$ cat src/rtl/dark_pixel_bounding_box_unit_macros.svh
// assertion macros used by the bounding box tracker
`ifndef DARK_PIXEL_BOUNDING_BOX_UNIT_MACROS_SVH
`define DARK_PIXEL_BOUNDING_BOX_UNIT_MACROS_SVH

// same-cycle implication, disabled in reset
`define DPBB_ASSERT_IMPL(label, clk, rstn, ante, cons, msg) \
    label: assert property (@(posedge clk) disable iff (!rstn) (ante) |-> (cons)) \
        else $error(msg);

// next-cycle implication, disabled in reset
`define DPBB_ASSERT_NEXT(label, clk, rstn, ante, cons, msg) \
    label: assert property (@(posedge clk) disable iff (!rstn) (ante) |=> (cons)) \
        else $error(msg);

`endif

$ cat src/rtl/dpbb_pkg.sv
// shared types and constants of the dark pixel bounding box unit
package dpbb_pkg;

    localparam int DEF_MAX_DIM   = 4096;
    localparam int PIX_W         = 8;
    localparam int CFG_DIM_W     = 13;
    localparam int FIELD_W       = 12;
    localparam int APB_DATA_W    = 32;
    localparam int APB_ADDR_W    = 4;
    localparam int REG_IDX_W     = 2;

    localparam logic [PIX_W-1:0]     DEF_THRESHOLD    = 8'd220;
    localparam logic [CFG_DIM_W-1:0] DEF_FRAME_WIDTH  = 13'd640;
    localparam logic [CFG_DIM_W-1:0] DEF_FRAME_HEIGHT = 13'd480;

    localparam logic [REG_IDX_W-1:0] REG_THRESHOLD    = 2'd0;
    localparam logic [REG_IDX_W-1:0] REG_FRAME_WIDTH  = 2'd1;
    localparam logic [REG_IDX_W-1:0] REG_FRAME_HEIGHT = 2'd2;

    typedef struct packed {
        logic [PIX_W-1:0]     threshold;
        logic [CFG_DIM_W-1:0] frame_width;
        logic [CFG_DIM_W-1:0] frame_height;
    } cfg_t;

    typedef struct packed {
        logic               found;
        logic [FIELD_W-1:0] height;
        logic [FIELD_W-1:0] width;
        logic [FIELD_W-1:0] top;
        logic [FIELD_W-1:0] left;
    } box_t;

endpackage

$ cat src/rtl/dpbb_cfg.sv
// apb configuration registers: threshold and frame size
module dpbb_cfg (
    input  logic                                clk,
    input  logic                                rst_n,
    input  logic                                psel,
    input  logic                                penable,
    input  logic                                pwrite,
    input  logic [dpbb_pkg::APB_ADDR_W-1:0]     paddr,
    input  logic [dpbb_pkg::APB_DATA_W-1:0]     pwdata,
    output logic [dpbb_pkg::APB_DATA_W-1:0]     prdata,
    output logic                                pready,
    output dpbb_pkg::cfg_t                      cfg
);
    import dpbb_pkg::*;

    cfg_t                 cfg_reg;
    cfg_t                 cfg_next;
    logic                 wr_en;
    logic [REG_IDX_W-1:0] idx;

    assign pready = 1'b1;
    assign wr_en  = psel && penable && pwrite && pready;
    assign idx    = paddr[APB_ADDR_W-1:2];

    always_comb
    begin
        cfg_next = cfg_reg;
        if (wr_en)
        begin
            case (idx)
                REG_THRESHOLD:    cfg_next.threshold    = pwdata[PIX_W-1:0];
                REG_FRAME_WIDTH:  cfg_next.frame_width  = pwdata[CFG_DIM_W-1:0];
                REG_FRAME_HEIGHT: cfg_next.frame_height = pwdata[CFG_DIM_W-1:0];
                default:          cfg_next = cfg_reg;
            endcase
        end
    end

    always_ff @(posedge clk or negedge rst_n)
    begin
        if (!rst_n)
        begin
            cfg_reg.threshold    <= DEF_THRESHOLD;
            cfg_reg.frame_width  <= DEF_FRAME_WIDTH;
            cfg_reg.frame_height <= DEF_FRAME_HEIGHT;
        end
        else
        begin
            cfg_reg <= cfg_next;
        end
    end

    always_comb
    begin
        case (idx)
            REG_THRESHOLD:    prdata = APB_DATA_W'(cfg_reg.threshold);
            REG_FRAME_WIDTH:  prdata = APB_DATA_W'(cfg_reg.frame_width);
            REG_FRAME_HEIGHT: prdata = APB_DATA_W'(cfg_reg.frame_height);
            default:          prdata = '0;
        endcase
    end

    assign cfg = cfg_reg;

endmodule

$ cat src/rtl/dpbb_in_stage.sv
// input register for the pixel stream
module dpbb_in_stage (
    input  logic                         clk,
    input  logic                         rst_n,
    input  logic                         s_tvalid,
    output logic                         s_tready,
    input  logic [dpbb_pkg::PIX_W-1:0]   s_tdata,
    output logic                         pix_valid,
    output logic [dpbb_pkg::PIX_W-1:0]   pix,
    input  logic                         consume
);
    import dpbb_pkg::*;

    logic             valid_reg;
    logic             valid_next;
    logic [PIX_W-1:0] pix_reg;

    assign s_tready   = !valid_reg || consume;
    assign valid_next = (s_tvalid && s_tready) || (valid_reg && !consume);

    always_ff @(posedge clk or negedge rst_n)
    begin
        if (!rst_n)
        begin
            valid_reg <= 1'b0;
        end
        else
        begin
            valid_reg <= valid_next;
        end
    end

    always_ff @(posedge clk)
    begin
        if (s_tvalid && s_tready)
        begin
            pix_reg <= s_tdata;
        end
    end

    assign pix_valid = valid_reg;
    assign pix       = pix_reg;

endmodule

$ cat src/rtl/dpbb_tracker.sv
// raster counters, extreme tracking and box formation at frame end
module dpbb_tracker #(
    parameter int MAX_DIM = dpbb_pkg::DEF_MAX_DIM
) (
    input  logic                         clk,
    input  logic                         rst_n,
    input  dpbb_pkg::cfg_t               cfg,
    input  logic                         pix_valid,
    input  logic [dpbb_pkg::PIX_W-1:0]   pix,
    output logic                         consume,
    input  logic                         out_free,
    output logic                         box_load,
    output dpbb_pkg::box_t               box
);
    import dpbb_pkg::*;
`include "dark_pixel_bounding_box_unit_macros.svh"

    localparam int CW = $clog2(MAX_DIM);
    localparam int DW = (CW + 1 > CFG_DIM_W) ? CW + 1 : CFG_DIM_W;

    logic [CW-1:0] col_reg, col_next, row_reg, row_next;
    logic [CW-1:0] min_col_reg, min_col_next, max_col_reg, max_col_next;
    logic [CW-1:0] min_row_reg, min_row_next, max_row_reg, max_row_next;
    logic          seen_reg, seen_next;

    logic [DW-1:0] fw_ext, fh_ext, w_eff, h_eff;
    logic          last_col, last_row, frame_end, drawn;
    logic [CW-1:0] min_col_upd, max_col_upd, min_row_upd, max_row_upd;
    logic          seen_upd;
    logic [CW-1:0] span_col, span_row;
    logic [CW+FIELD_W-1:0] left_ext, top_ext, width_ext, height_ext;

    assign fw_ext = DW'(cfg.frame_width);
    assign fh_ext = DW'(cfg.frame_height);

    // zero acts as one, oversize saturates
    always_comb
    begin
        w_eff = fw_ext;
        if (fw_ext == '0)
            w_eff = DW'(1);
        else if (fw_ext > DW'(MAX_DIM))
            w_eff = DW'(MAX_DIM);
        h_eff = fh_ext;
        if (fh_ext == '0)
            h_eff = DW'(1);
        else if (fh_ext > DW'(MAX_DIM))
            h_eff = DW'(MAX_DIM);
    end

    assign last_col  = (DW'(col_reg) + DW'(1)) >= w_eff;
    assign last_row  = (DW'(row_reg) + DW'(1)) >= h_eff;
    assign frame_end = last_col && last_row;

    // a frame end needs room in the result register
    assign consume  = pix_valid && (!frame_end || out_free);
    assign box_load = consume && frame_end;

    assign drawn = pix < cfg.threshold;

    assign min_col_upd = (drawn && (!seen_reg || col_reg < min_col_reg)) ? col_reg : min_col_reg;
    assign max_col_upd = (drawn && (!seen_reg || col_reg > max_col_reg)) ? col_reg : max_col_reg;
    assign min_row_upd = (drawn && (!seen_reg || row_reg < min_row_reg)) ? row_reg : min_row_reg;
    assign max_row_upd = (drawn && (!seen_reg || row_reg > max_row_reg)) ? row_reg : max_row_reg;
    assign seen_upd    = seen_reg || drawn;

    assign span_col = max_col_upd - min_col_upd;
    assign span_row = max_row_upd - min_row_upd;

    assign left_ext   = {{FIELD_W{1'b0}}, min_col_upd};
    assign top_ext    = {{FIELD_W{1'b0}}, min_row_upd};
    assign width_ext  = {{FIELD_W{1'b0}}, span_col};
    assign height_ext = {{FIELD_W{1'b0}}, span_row};

    always_comb
    begin
        box.found  = seen_upd;
        box.left   = seen_upd ? left_ext[FIELD_W-1:0]   : '0;
        box.top    = seen_upd ? top_ext[FIELD_W-1:0]    : '0;
        box.width  = seen_upd ? width_ext[FIELD_W-1:0]  : '0;
        box.height = seen_upd ? height_ext[FIELD_W-1:0] : '0;
    end

    always_comb
    begin
        col_next     = col_reg;
        row_next     = row_reg;
        min_col_next = min_col_reg;
        max_col_next = max_col_reg;
        min_row_next = min_row_reg;
        max_row_next = max_row_reg;
        seen_next    = seen_reg;
        if (consume)
        begin
            if (frame_end)
            begin
                col_next     = '0;
                row_next     = '0;
                min_col_next = '1;
                max_col_next = '0;
                min_row_next = '1;
                max_row_next = '0;
                seen_next    = 1'b0;
            end
            else
            begin
                min_col_next = min_col_upd;
                max_col_next = max_col_upd;
                min_row_next = min_row_upd;
                max_row_next = max_row_upd;
                seen_next    = seen_upd;
                if (!last_col)
                begin
                    col_next = col_reg + CW'(1);
                end
                else
                begin
                    col_next = '0;
                    row_next = row_reg + CW'(1);
                end
            end
        end
    end

    always_ff @(posedge clk or negedge rst_n)
    begin
        if (!rst_n)
        begin
            col_reg     <= '0;
            row_reg     <= '0;
            min_col_reg <= '1;
            max_col_reg <= '0;
            min_row_reg <= '1;
            max_row_reg <= '0;
            seen_reg    <= 1'b0;
        end
        else
        begin
            col_reg     <= col_next;
            row_reg     <= row_next;
            min_col_reg <= min_col_next;
            max_col_reg <= max_col_next;
            min_row_reg <= min_row_next;
            max_row_reg <= max_row_next;
            seen_reg    <= seen_next;
        end
    end

    `DPBB_ASSERT_IMPL(a_col_order, clk, rst_n, seen_reg, min_col_reg <= max_col_reg, "column extremes out of order")
    `DPBB_ASSERT_IMPL(a_row_order, clk, rst_n, seen_reg, min_row_reg <= max_row_reg, "row extremes out of order")
    `DPBB_ASSERT_NEXT(a_frame_clear, clk, rst_n, box_load, col_reg == '0 && row_reg == '0 && !seen_reg, "tracking state not cleared after frame")
    `DPBB_ASSERT_IMPL(a_empty_box, clk, rst_n, box_load && !box.found, box.left == '0 && box.top == '0 && box.width == '0 && box.height == '0, "empty frame gave a nonzero box")

endmodule

$ cat src/rtl/dpbb_out_reg.sv
// result register driving the box stream
module dpbb_out_reg (
    input  logic                              clk,
    input  logic                              rst_n,
    input  logic                              box_load,
    input  dpbb_pkg::box_t                    box,
    output logic                              out_free,
    output logic                              m_tvalid,
    input  logic                              m_tready,
    output logic [4*dpbb_pkg::FIELD_W-1:0]    m_tdata,
    output logic                              m_tuser
);
    import dpbb_pkg::*;

    logic valid_reg;
    logic valid_next;
    box_t box_reg;

    assign out_free   = !valid_reg || m_tready;
    assign valid_next = box_load || (valid_reg && !m_tready);

    always_ff @(posedge clk or negedge rst_n)
    begin
        if (!rst_n)
        begin
            valid_reg <= 1'b0;
        end
        else
        begin
            valid_reg <= valid_next;
        end
    end

    always_ff @(posedge clk)
    begin
        if (box_load)
        begin
            box_reg <= box;
        end
    end

    assign m_tvalid = valid_reg;
    assign m_tdata  = {box_reg.height, box_reg.width, box_reg.top, box_reg.left};
    assign m_tuser  = box_reg.found;

endmodule

$ cat src/rtl/dark_pixel_bounding_box_unit.sv
// Dark pixel bounding box unit: takes 8-bit grayscale pixels in raster order, one item
// per clock, counts column and row from the configured frame size and tracks the
// extremes of pixels below the threshold. After the last pixel of each frame it sends
// one item with left, top, width (right minus left) and height (bottom minus top) and a
// found flag; an empty frame gives found 0 and an all-zero box. Every pixel passes
// through a single compare-and-update stage between the input register and the
// result register, which loads the box when the last pixel leaves the input register.
// Input is stalled only when a frame ends while the previous box has not been taken.
module dark_pixel_bounding_box_unit #(
    parameter int MAX_DIM = dpbb_pkg::DEF_MAX_DIM
) (
    input  logic                              clk,
    input  logic                              rst_n,
    // apb configuration
    input  logic                              psel,
    input  logic                              penable,
    input  logic                              pwrite,
    input  logic [dpbb_pkg::APB_ADDR_W-1:0]   paddr,
    input  logic [dpbb_pkg::APB_DATA_W-1:0]   pwdata,
    output logic [dpbb_pkg::APB_DATA_W-1:0]   prdata,
    output logic                              pready,
    // pixel stream
    input  logic                              s_tvalid,
    output logic                              s_tready,
    input  logic [dpbb_pkg::PIX_W-1:0]        s_tdata,   // [7:0] pixel_value
    // box stream
    output logic                              m_tvalid,
    input  logic                              m_tready,
    output logic [4*dpbb_pkg::FIELD_W-1:0]    m_tdata,   // box_left, box_top, box_width, box_height
    output logic                              m_tuser    // found_any
);
    import dpbb_pkg::*;

    cfg_t             cfg;
    logic             pix_valid;
    logic [PIX_W-1:0] pix;
    logic             consume;
    logic             out_free;
    logic             box_load;
    box_t             box;

    dpbb_cfg u_cfg (
        .clk     (clk),
        .rst_n   (rst_n),
        .psel    (psel),
        .penable (penable),
        .pwrite  (pwrite),
        .paddr   (paddr),
        .pwdata  (pwdata),
        .prdata  (prdata),
        .pready  (pready),
        .cfg     (cfg)
    );

    dpbb_in_stage u_in_stage (
        .clk       (clk),
        .rst_n     (rst_n),
        .s_tvalid  (s_tvalid),
        .s_tready  (s_tready),
        .s_tdata   (s_tdata),
        .pix_valid (pix_valid),
        .pix       (pix),
        .consume   (consume)
    );

    dpbb_tracker #(
        .MAX_DIM (MAX_DIM)
    ) u_tracker (
        .clk       (clk),
        .rst_n     (rst_n),
        .cfg       (cfg),
        .pix_valid (pix_valid),
        .pix       (pix),
        .consume   (consume),
        .out_free  (out_free),
        .box_load  (box_load),
        .box       (box)
    );

    dpbb_out_reg u_out_reg (
        .clk      (clk),
        .rst_n    (rst_n),
        .box_load (box_load),
        .box      (box),
        .out_free (out_free),
        .m_tvalid (m_tvalid),
        .m_tready (m_tready),
        .m_tdata  (m_tdata),
        .m_tuser  (m_tuser)
    );

endmodule
$ cat config.mk
export PLATFORM = sky130hd
export DESIGN_NAME = dark_pixel_bounding_box_unit
export DESIGN_NICKNAME = d
export VERILOG_FILES = /design/src/rtl/dpbb_pkg.sv /design/src/rtl/dpbb_cfg.sv /design/src/rtl/dpbb_in_stage.sv /design/src/rtl/dpbb_tracker.sv /design/src/rtl/dpbb_out_reg.sv /design/src/rtl/dark_pixel_bounding_box_unit.sv
export VERILOG_INCLUDE_DIRS = /design/src /design/src/rtl
export SDC_FILE = /design/constraint.sdc
export NUM_CORES = 1
export LEC_CHECK = 0
export ABC_CLOCK_PERIOD_IN_PS = 6550
export BUFFER_PORTS_ARGS = -buffer_cell sky130_fd_sc_hd__buf_4
export CORE_AREA = 2 2 193 195
export CTS_BUF_LIST = sky130_fd_sc_hd__clkbuf_2 sky130_fd_sc_hd__clkbuf_4 sky130_fd_sc_hd__clkbuf_8
export DETAILED_ROUTE_END_ITERATION = 10
export DIE_AREA = 0 0 195 197
export HOLD_SLACK_MARGIN = 0.05
export PLACE_DENSITY = 0.56
export RECOVER_POWER = 100
export SYNTH_ARGS = -nofsm -noshare
export SYNTH_HDL_FRONTEND = slang
export SYNTH_SLANG_ARGS = --single-unit
$ cat constraint.sdc
create_clock -name clk -period 6.55 [get_ports clk]
set_input_delay 1.31 -clock clk [delete_from_list [all_inputs] [get_ports clk]]
set_output_delay 1.31 -clock clk [all_outputs]
set_load 0.02 [all_outputs]
Word level (Yosys, flattened, before mapping):

Index checks and enable logic that the tools add are counted.

* $add $sub $neg: 6
* order comparisons: 9
* reductions and logical operators: 36
* equality and inequality tests: 2
* multiplexer cells: 18

Operators by type and width (count)
* $mux W12: 12
* $mux W13: 4
* $pmux W13 S3: 1
* $add A12 B1 Y13 const B: 2
* $ge A13 B13 Y1: 2
* $gt A13 B13 Y1 const B: 2
* $logic_not A13 Y1: 2
* $add A12 B1 Y12 const B: 2
* $gt A12 B12 Y1: 2
* $lt A12 B12 Y1: 2
* $sub A12 B12 Y12: 2
* $logic_and A1 B1 Y1: 12
* $logic_or A1 B1 Y1: 10
* $lt A8 B8 Y1: 1
* $reduce_and A2 Y1: 4
* $logic_not A1 Y1: 6
* $eq A2 B1 Y1 const B: 1
* $eq A2 B2 Y1 const B: 1
* $logic_not A2 Y1: 1
* $reduce_bool A2 Y1: 1
* $mux W1: 1

* bits in registers: 166
* logic and storage cells: 89
* bits of input ports: 51
* output and inout port bits: 84

Longest topological paths before layout:

* depth after elaboration: 11
* mapped depth: 26

By module:

A second synthesis with hierarchy kept.

* cells, all modules: 1183
* area total of the unflattened synthesis: 11240.8 um^2

By module, submodules not included
* dpbb_tracker: cells each 988, area an instance 7696.1 um^2, sequential area each 1856.8 um^2, instances 1
* dpbb_cfg: cells each 131, area an instance 1731.7 um^2, sequential area each 864.6 um^2, instances 1
* dpbb_out_reg: cells each 52, area an instance 1519.0 um^2, sequential area each 1496.4 um^2, instances 1
* dpbb_in_stage: cells each 12, area an instance 294.0 um^2, sequential area each 265.3 um^2, instances 1

Worst setup path before layout:

OpenSTA, ideal clock, no wires.

* kind: register -> register
* start: reg u_tracker.col_reg[2]
* end: reg u_tracker.min_col_reg[2]
* stages on the path, launching flop included: 18
* data arrival time: 5106 ps
* library setup time: 61 ps
* buffers on the path: 3
* clock period less this slack: 5167 ps
* slack: 1383 ps
* cells stage by stage: dfrtp_1 clkbuf_1 nand3_1 or2_2 clkbuf_1 nor2_1 nand3_1 xnor2_1 ha_1 nand2_1 nor4_1 nor3_1 a21oi_1 and4_1 clkbuf_1 nor2_4 a21oi_1 o22a_1

* cells in the longest elaborated chain, start to end: 6
* elaborated cells between the ends (all ways): 11
* classes of those cells: 1 x add/sub; 2 x order compare; 2 x mux; 6 x reduce/logical

Ends and longest elaborated chain
* start: declaration: RTL line dpbb_tracker.sv:21 `logic [CW-1:0] col_reg, col_next, row_reg, row_next;`
* start signal: assignment: RTL line dpbb_tracker.sv:139 `col_reg <= col_next;`
* $add A12 B1 Y13: RTL line dpbb_tracker.sv:51 `assign last_col = (DW'(col_reg) + DW'(1)) >= w_eff;`
* $ge A13 B13 Y1: RTL line dpbb_tracker.sv:51
* $logic_and A1 B1 Y1: RTL line dpbb_tracker.sv:53 `assign frame_end = last_col && last_row;`
* $logic_not A1 Y1: RTL line dpbb_tracker.sv:56 `assign consume = pix_valid && (!frame_end || out_free);`
* $logic_or A1 B1 Y1: RTL line dpbb_tracker.sv:56
* $logic_and A1 B1 Y1: RTL line dpbb_tracker.sv:56
* end signal: assignment: RTL line dpbb_tracker.sv:141 `min_col_reg <= min_col_next;`
* end: declaration: RTL line dpbb_tracker.sv:22 `logic [CW-1:0] min_col_reg, min_col_next, max_col_reg, max_col_next;`

Several ways; a longest one is shown, not always the timed one.
A chain may end at the register's enable or synchronous reset.

Worst setup path after layout:

* start: reg u_tracker.col_reg[1]
* end: out s_tready

* cells in the longest elaborated chain, start to end: 7

Ends and longest elaborated chain
* $add A12 B1 Y13: RTL line dpbb_tracker.sv:51
* $ge A13 B13 Y1: RTL line dpbb_tracker.sv:51
* $logic_and A1 B1 Y1: RTL line dpbb_tracker.sv:53
* $logic_not A1 Y1: RTL line dpbb_tracker.sv:56
* $logic_or A1 B1 Y1: RTL line dpbb_tracker.sv:56
* $logic_and A1 B1 Y1: RTL line dpbb_tracker.sv:56
* $logic_or A1 B1 Y1: RTL line dpbb_in_stage.sv:18 `assign s_tready = !valid_reg || consume;`
* end: declaration: RTL line dark_pixel_bounding_box_unit.sv:24 `output logic s_tready,`

No other way between the ends.

==> impl_metrics.env <==
export IMPL_clock_skew_ns=0.0184
export IMPL_yosys_warnings=0
export IMPL_r2r_end="u_out_reg.m_tdata[32]"
export IMPL_antenna_found_initial=0
export IMPL_postCtsHoldBufs=0
export IMPL_avgSynthCellArea_um2=9.79
export IMPL_final_core_util_pct=33.1
export IMPL_grt_max_degree=65
export IMPL_synth_top_cell_area_share_pct=17.1
export IMPL_setup_tns_ns=0
export IMPL_holdPathStages=2
export IMPL_post_cts_buffers=0
export IMPL_wl_per_cell_um=16.0
export IMPL_syn_area_um2=10800
export IMPL_rsz0062_at_grt="no"
export IMPL_routed_wl_um=26500
export IMPL_required_ns=5.24
export IMPL_dp_hpwl_um=19700
export IMPL_dpl_instance_area_um2=11900
export IMPL_power_leakage_nw=5.15
export IMPL_cts_buffer_depth=2
export IMPL_postSynthCellCount=1103
export IMPL_drv_slew=220
export IMPL_critPathMaxFanout=8
export IMPL_core_um2=36300
export IMPL_worstHoldPathType="reg2reg"
export IMPL_synth_xor_area_share_pct=3.41
export IMPL_regArea_um2=4480
export IMPL_path_clk_slew_ns=0.11
export IMPL_first_iter_violations=467
export IMPL_grt_usage_pct=14.2
export IMPL_slew_headroom_pct=-88.0
export IMPL_nFillCells=3820
export IMPL_nets=1329
export IMPL_fin_crit_sh_pct=87.8
export IMPL_dieHeight_um=197
export IMPL_violations="capacitance limit, slew limit"
export IMPL_synthFlopType="dfrtp_1"
export IMPL_antenna_cells=0
export IMPL_drv_cap=6
export IMPL_synth_edff_count=57
export IMPL_postCtsResizedCells=0
export IMPL_period_needed_ns=5.75
export IMPL_worstHoldStart="u_tracker.min_col_reg[0]"
export IMPL_ys_seq_area_share_pct=41.5
export IMPL_cts_tree="done"
export IMPL_hold_end="u_tracker.min_col_reg[0]"
export IMPL_vdd_ir_drop_worst_mv=0.184
export IMPL_cts_sinks=166
export IMPL_critPathKind="reg2out"
export IMPL_worst_r2r_setup_slack_ns=0.81
export IMPL_first_pass_iters=5
export IMPL_largest_reg_flops=48
export IMPL_ys_async_sr_fraction_pct=65.7
export IMPL_r2r_start="u_tracker.col_reg[1]"
export IMPL_port_buffers=93
export IMPL_grt_first_pass_wirelength_um=43300
export IMPL_yosys_register_bits=166
export IMPL_fmax_mhz=174
export IMPL_ys_types=77
export IMPL_crit_arrival_ns=4.44
export IMPL_num_rows=70
export IMPL_synth_adder_area_share_pct=11.9
export IMPL_cts_made_buffers=17
export IMPL_synth_top_family_by_area="compound AO/OA/AOI/OAI gates"
export IMPL_finalHoldViolCount=0
export IMPL_reg2regPathDepth=14
export IMPL_synth_most_common_cell="nand2_1"
export IMPL_status="complete, but fails checks"
export IMPL_start_util_pct=29.8
export IMPL_grt_pass1_vias=8039
export IMPL_synthTopCellsByCount="nand2_1 (115), ha_1 (99), nor2_1 (79)"
export IMPL_clk_latency_ns=0.49
export IMPL_drcViolationCount=0
export IMPL_multi_input_area_um2=5700
export IMPL_cp_end_kind="output pin"
export IMPL_fin_area_um2=12000
export IMPL_dieArea_um2=38400
export IMPL_muxShareOfSynthArea_pct=6.85
export IMPL_area_growth_pct=11.3
export IMPL_synth_area_top_cells="dfrtp_1 (17%), edfxtp_1 (16%), ha_1 (11%)"
export IMPL_antenna_left=0
export IMPL_cp_start_kind="flop"
export IMPL_vias_per_cell=4.98
export IMPL_drive_above_1_share_pct=13.7
export IMPL_gr_total_overflow=0
export IMPL_synth_compound_area_share_pct=16.5
export IMPL_place_congestion=0.790
export IMPL_cts_htree_levels=4
export IMPL_finalSetupViolCount=0
export IMPL_synth_simple_area_share_pct=13.5
export IMPL_io_pins=135
export IMPL_synth_largest_area_cell="dfrtp_1"
export IMPL_dieWidth_um=195
export IMPL_power_density_nw_per_um2=458
export IMPL_vias=8252
export IMPL_clock_root_buffer="clkbuf_8"
export IMPL_tightest_slew_ns=2.82
-- final cells by class --
class | instances | share of cell area [%]
multi-input cells | 813 | 47.4
flip-flops and latches | 166 | 37.3
well taps | 468 | 4.87
repair buffers | 106 | 4.41
inverters | 73 | 2.28
clock buffers | 17 | 1.95
clock inverters | 15 | 1.76
-- cells by family (layout without fill, tap and decap cells) --
family	count (synthesis)	count (layout)
xor gates and xnor gates	42	42
muxes	68	68
other	2	20
DFF	166	166
adders and majority gates	102	102
AOI/OAI and AO/OA	263	263
buffers and inverters	142	211
and+or+nand+nor	318	318
-- critical path: stages (launching register included) --
cell and delay (ns):
dfrtp_1 0.53, ha_1 0.28, nand3_1 0.13, or2_2 0.39, nor2_1 0.20, nand3_1 0.12, xnor2_1 0.19, ha_1 0.35
nand2_1 0.07, nor4_1 0.31, nor3_1 0.11, a21oi_1 0.15, clkbuf_1 0.30, nand3_1 0.25, or2_2 0.40, clkbuf_1 0.17
-- layout by cell type (no fill, tap or decap), types with 13 or more instances in the layout --
master / netlist / layout
nor2_1: 79 / 79
buf_4: 22 / 26
clkbuf_1: 31 / 70
conb_1: 2 / 20
a22oi_1: 20 / 20
nor2b_1: 13 / 13
xnor2_1: 23 / 23
mux2_2: 37 / 34
ha_1: 99 / 99
dfstp_2: 35 / 33
edfxtp_1: 57 / 57
dfrtp_1: 74 / 74
nand3_1: 31 / 31
nand2_1: 115 / 115
o21ai_0: 77 / 79
nand4_1: 13 / 13
inv_1: 72 / 72
mux2i_1: 30 / 30
a21o_1: 23 / 23
nor3_1: 15 / 15
clkbuf_8: 2 / 17
a21oi_1: 47 / 47
xor2_1: 19 / 19
-- metrics by stage --
step | setup WS, ns | hold slack, ns | total power [W] | cells
after CTS | 0.993 | 0.518 | 0.00558 | 1658
final | 0.796 | 0.515 | 0.00550 | 1658
after global placement | 1.34 | 0.497 | 0.00469 | 1626
after global routing | 0.336 | 0.539 | 0.00601 | 1658
after floorplan | 1.38 | 0.478 | 0.00399 | 1121
after detailed placement | 1.27 | 0.501 | 0.00474 | 1626
-- worst max path at each step --
stage | startpoint | to | slack (ns) | cells after the start
global route | u_tracker.col_reg[1] | u_out_reg.m_tdata[32] | 0.34 | 14
finish | u_tracker.col_reg[1] | s_tready | 0.80 | 15
global placement | u_cfg.cfg[28] | u_out_reg.m_tdata[46] | 1.34 | 21
CTS | u_tracker.col_reg[1] | s_tready | 0.99 | 15
floorplan | u_tracker.col_reg[2] | u_tracker.min_col_reg[2] | 1.38 | 17
detailed placement | u_tracker.min_row_reg[1] | u_out_reg.m_tdata[47] | 1.27 | 24
-- per-layer routing --
metal	share of wire (%)	track usage [%]	vias to the layer above
met5	0	0	-
met3	4.5	2.62	15
met1	51	21.0	3985
li1	-	-	4068
met2	43	21.2	184
met4	0.86	3.28	0
-- where the power goes --
group	total, W	internal, W	switching (W)
logic	0.00301	0.00125	0.00176
registers	0.00167	0.00143	0.000239
clock network	0.000822	0.000364	0.000458
total	0.00550	0.00304	0.00245
Power figures use the tool's default switching activity.
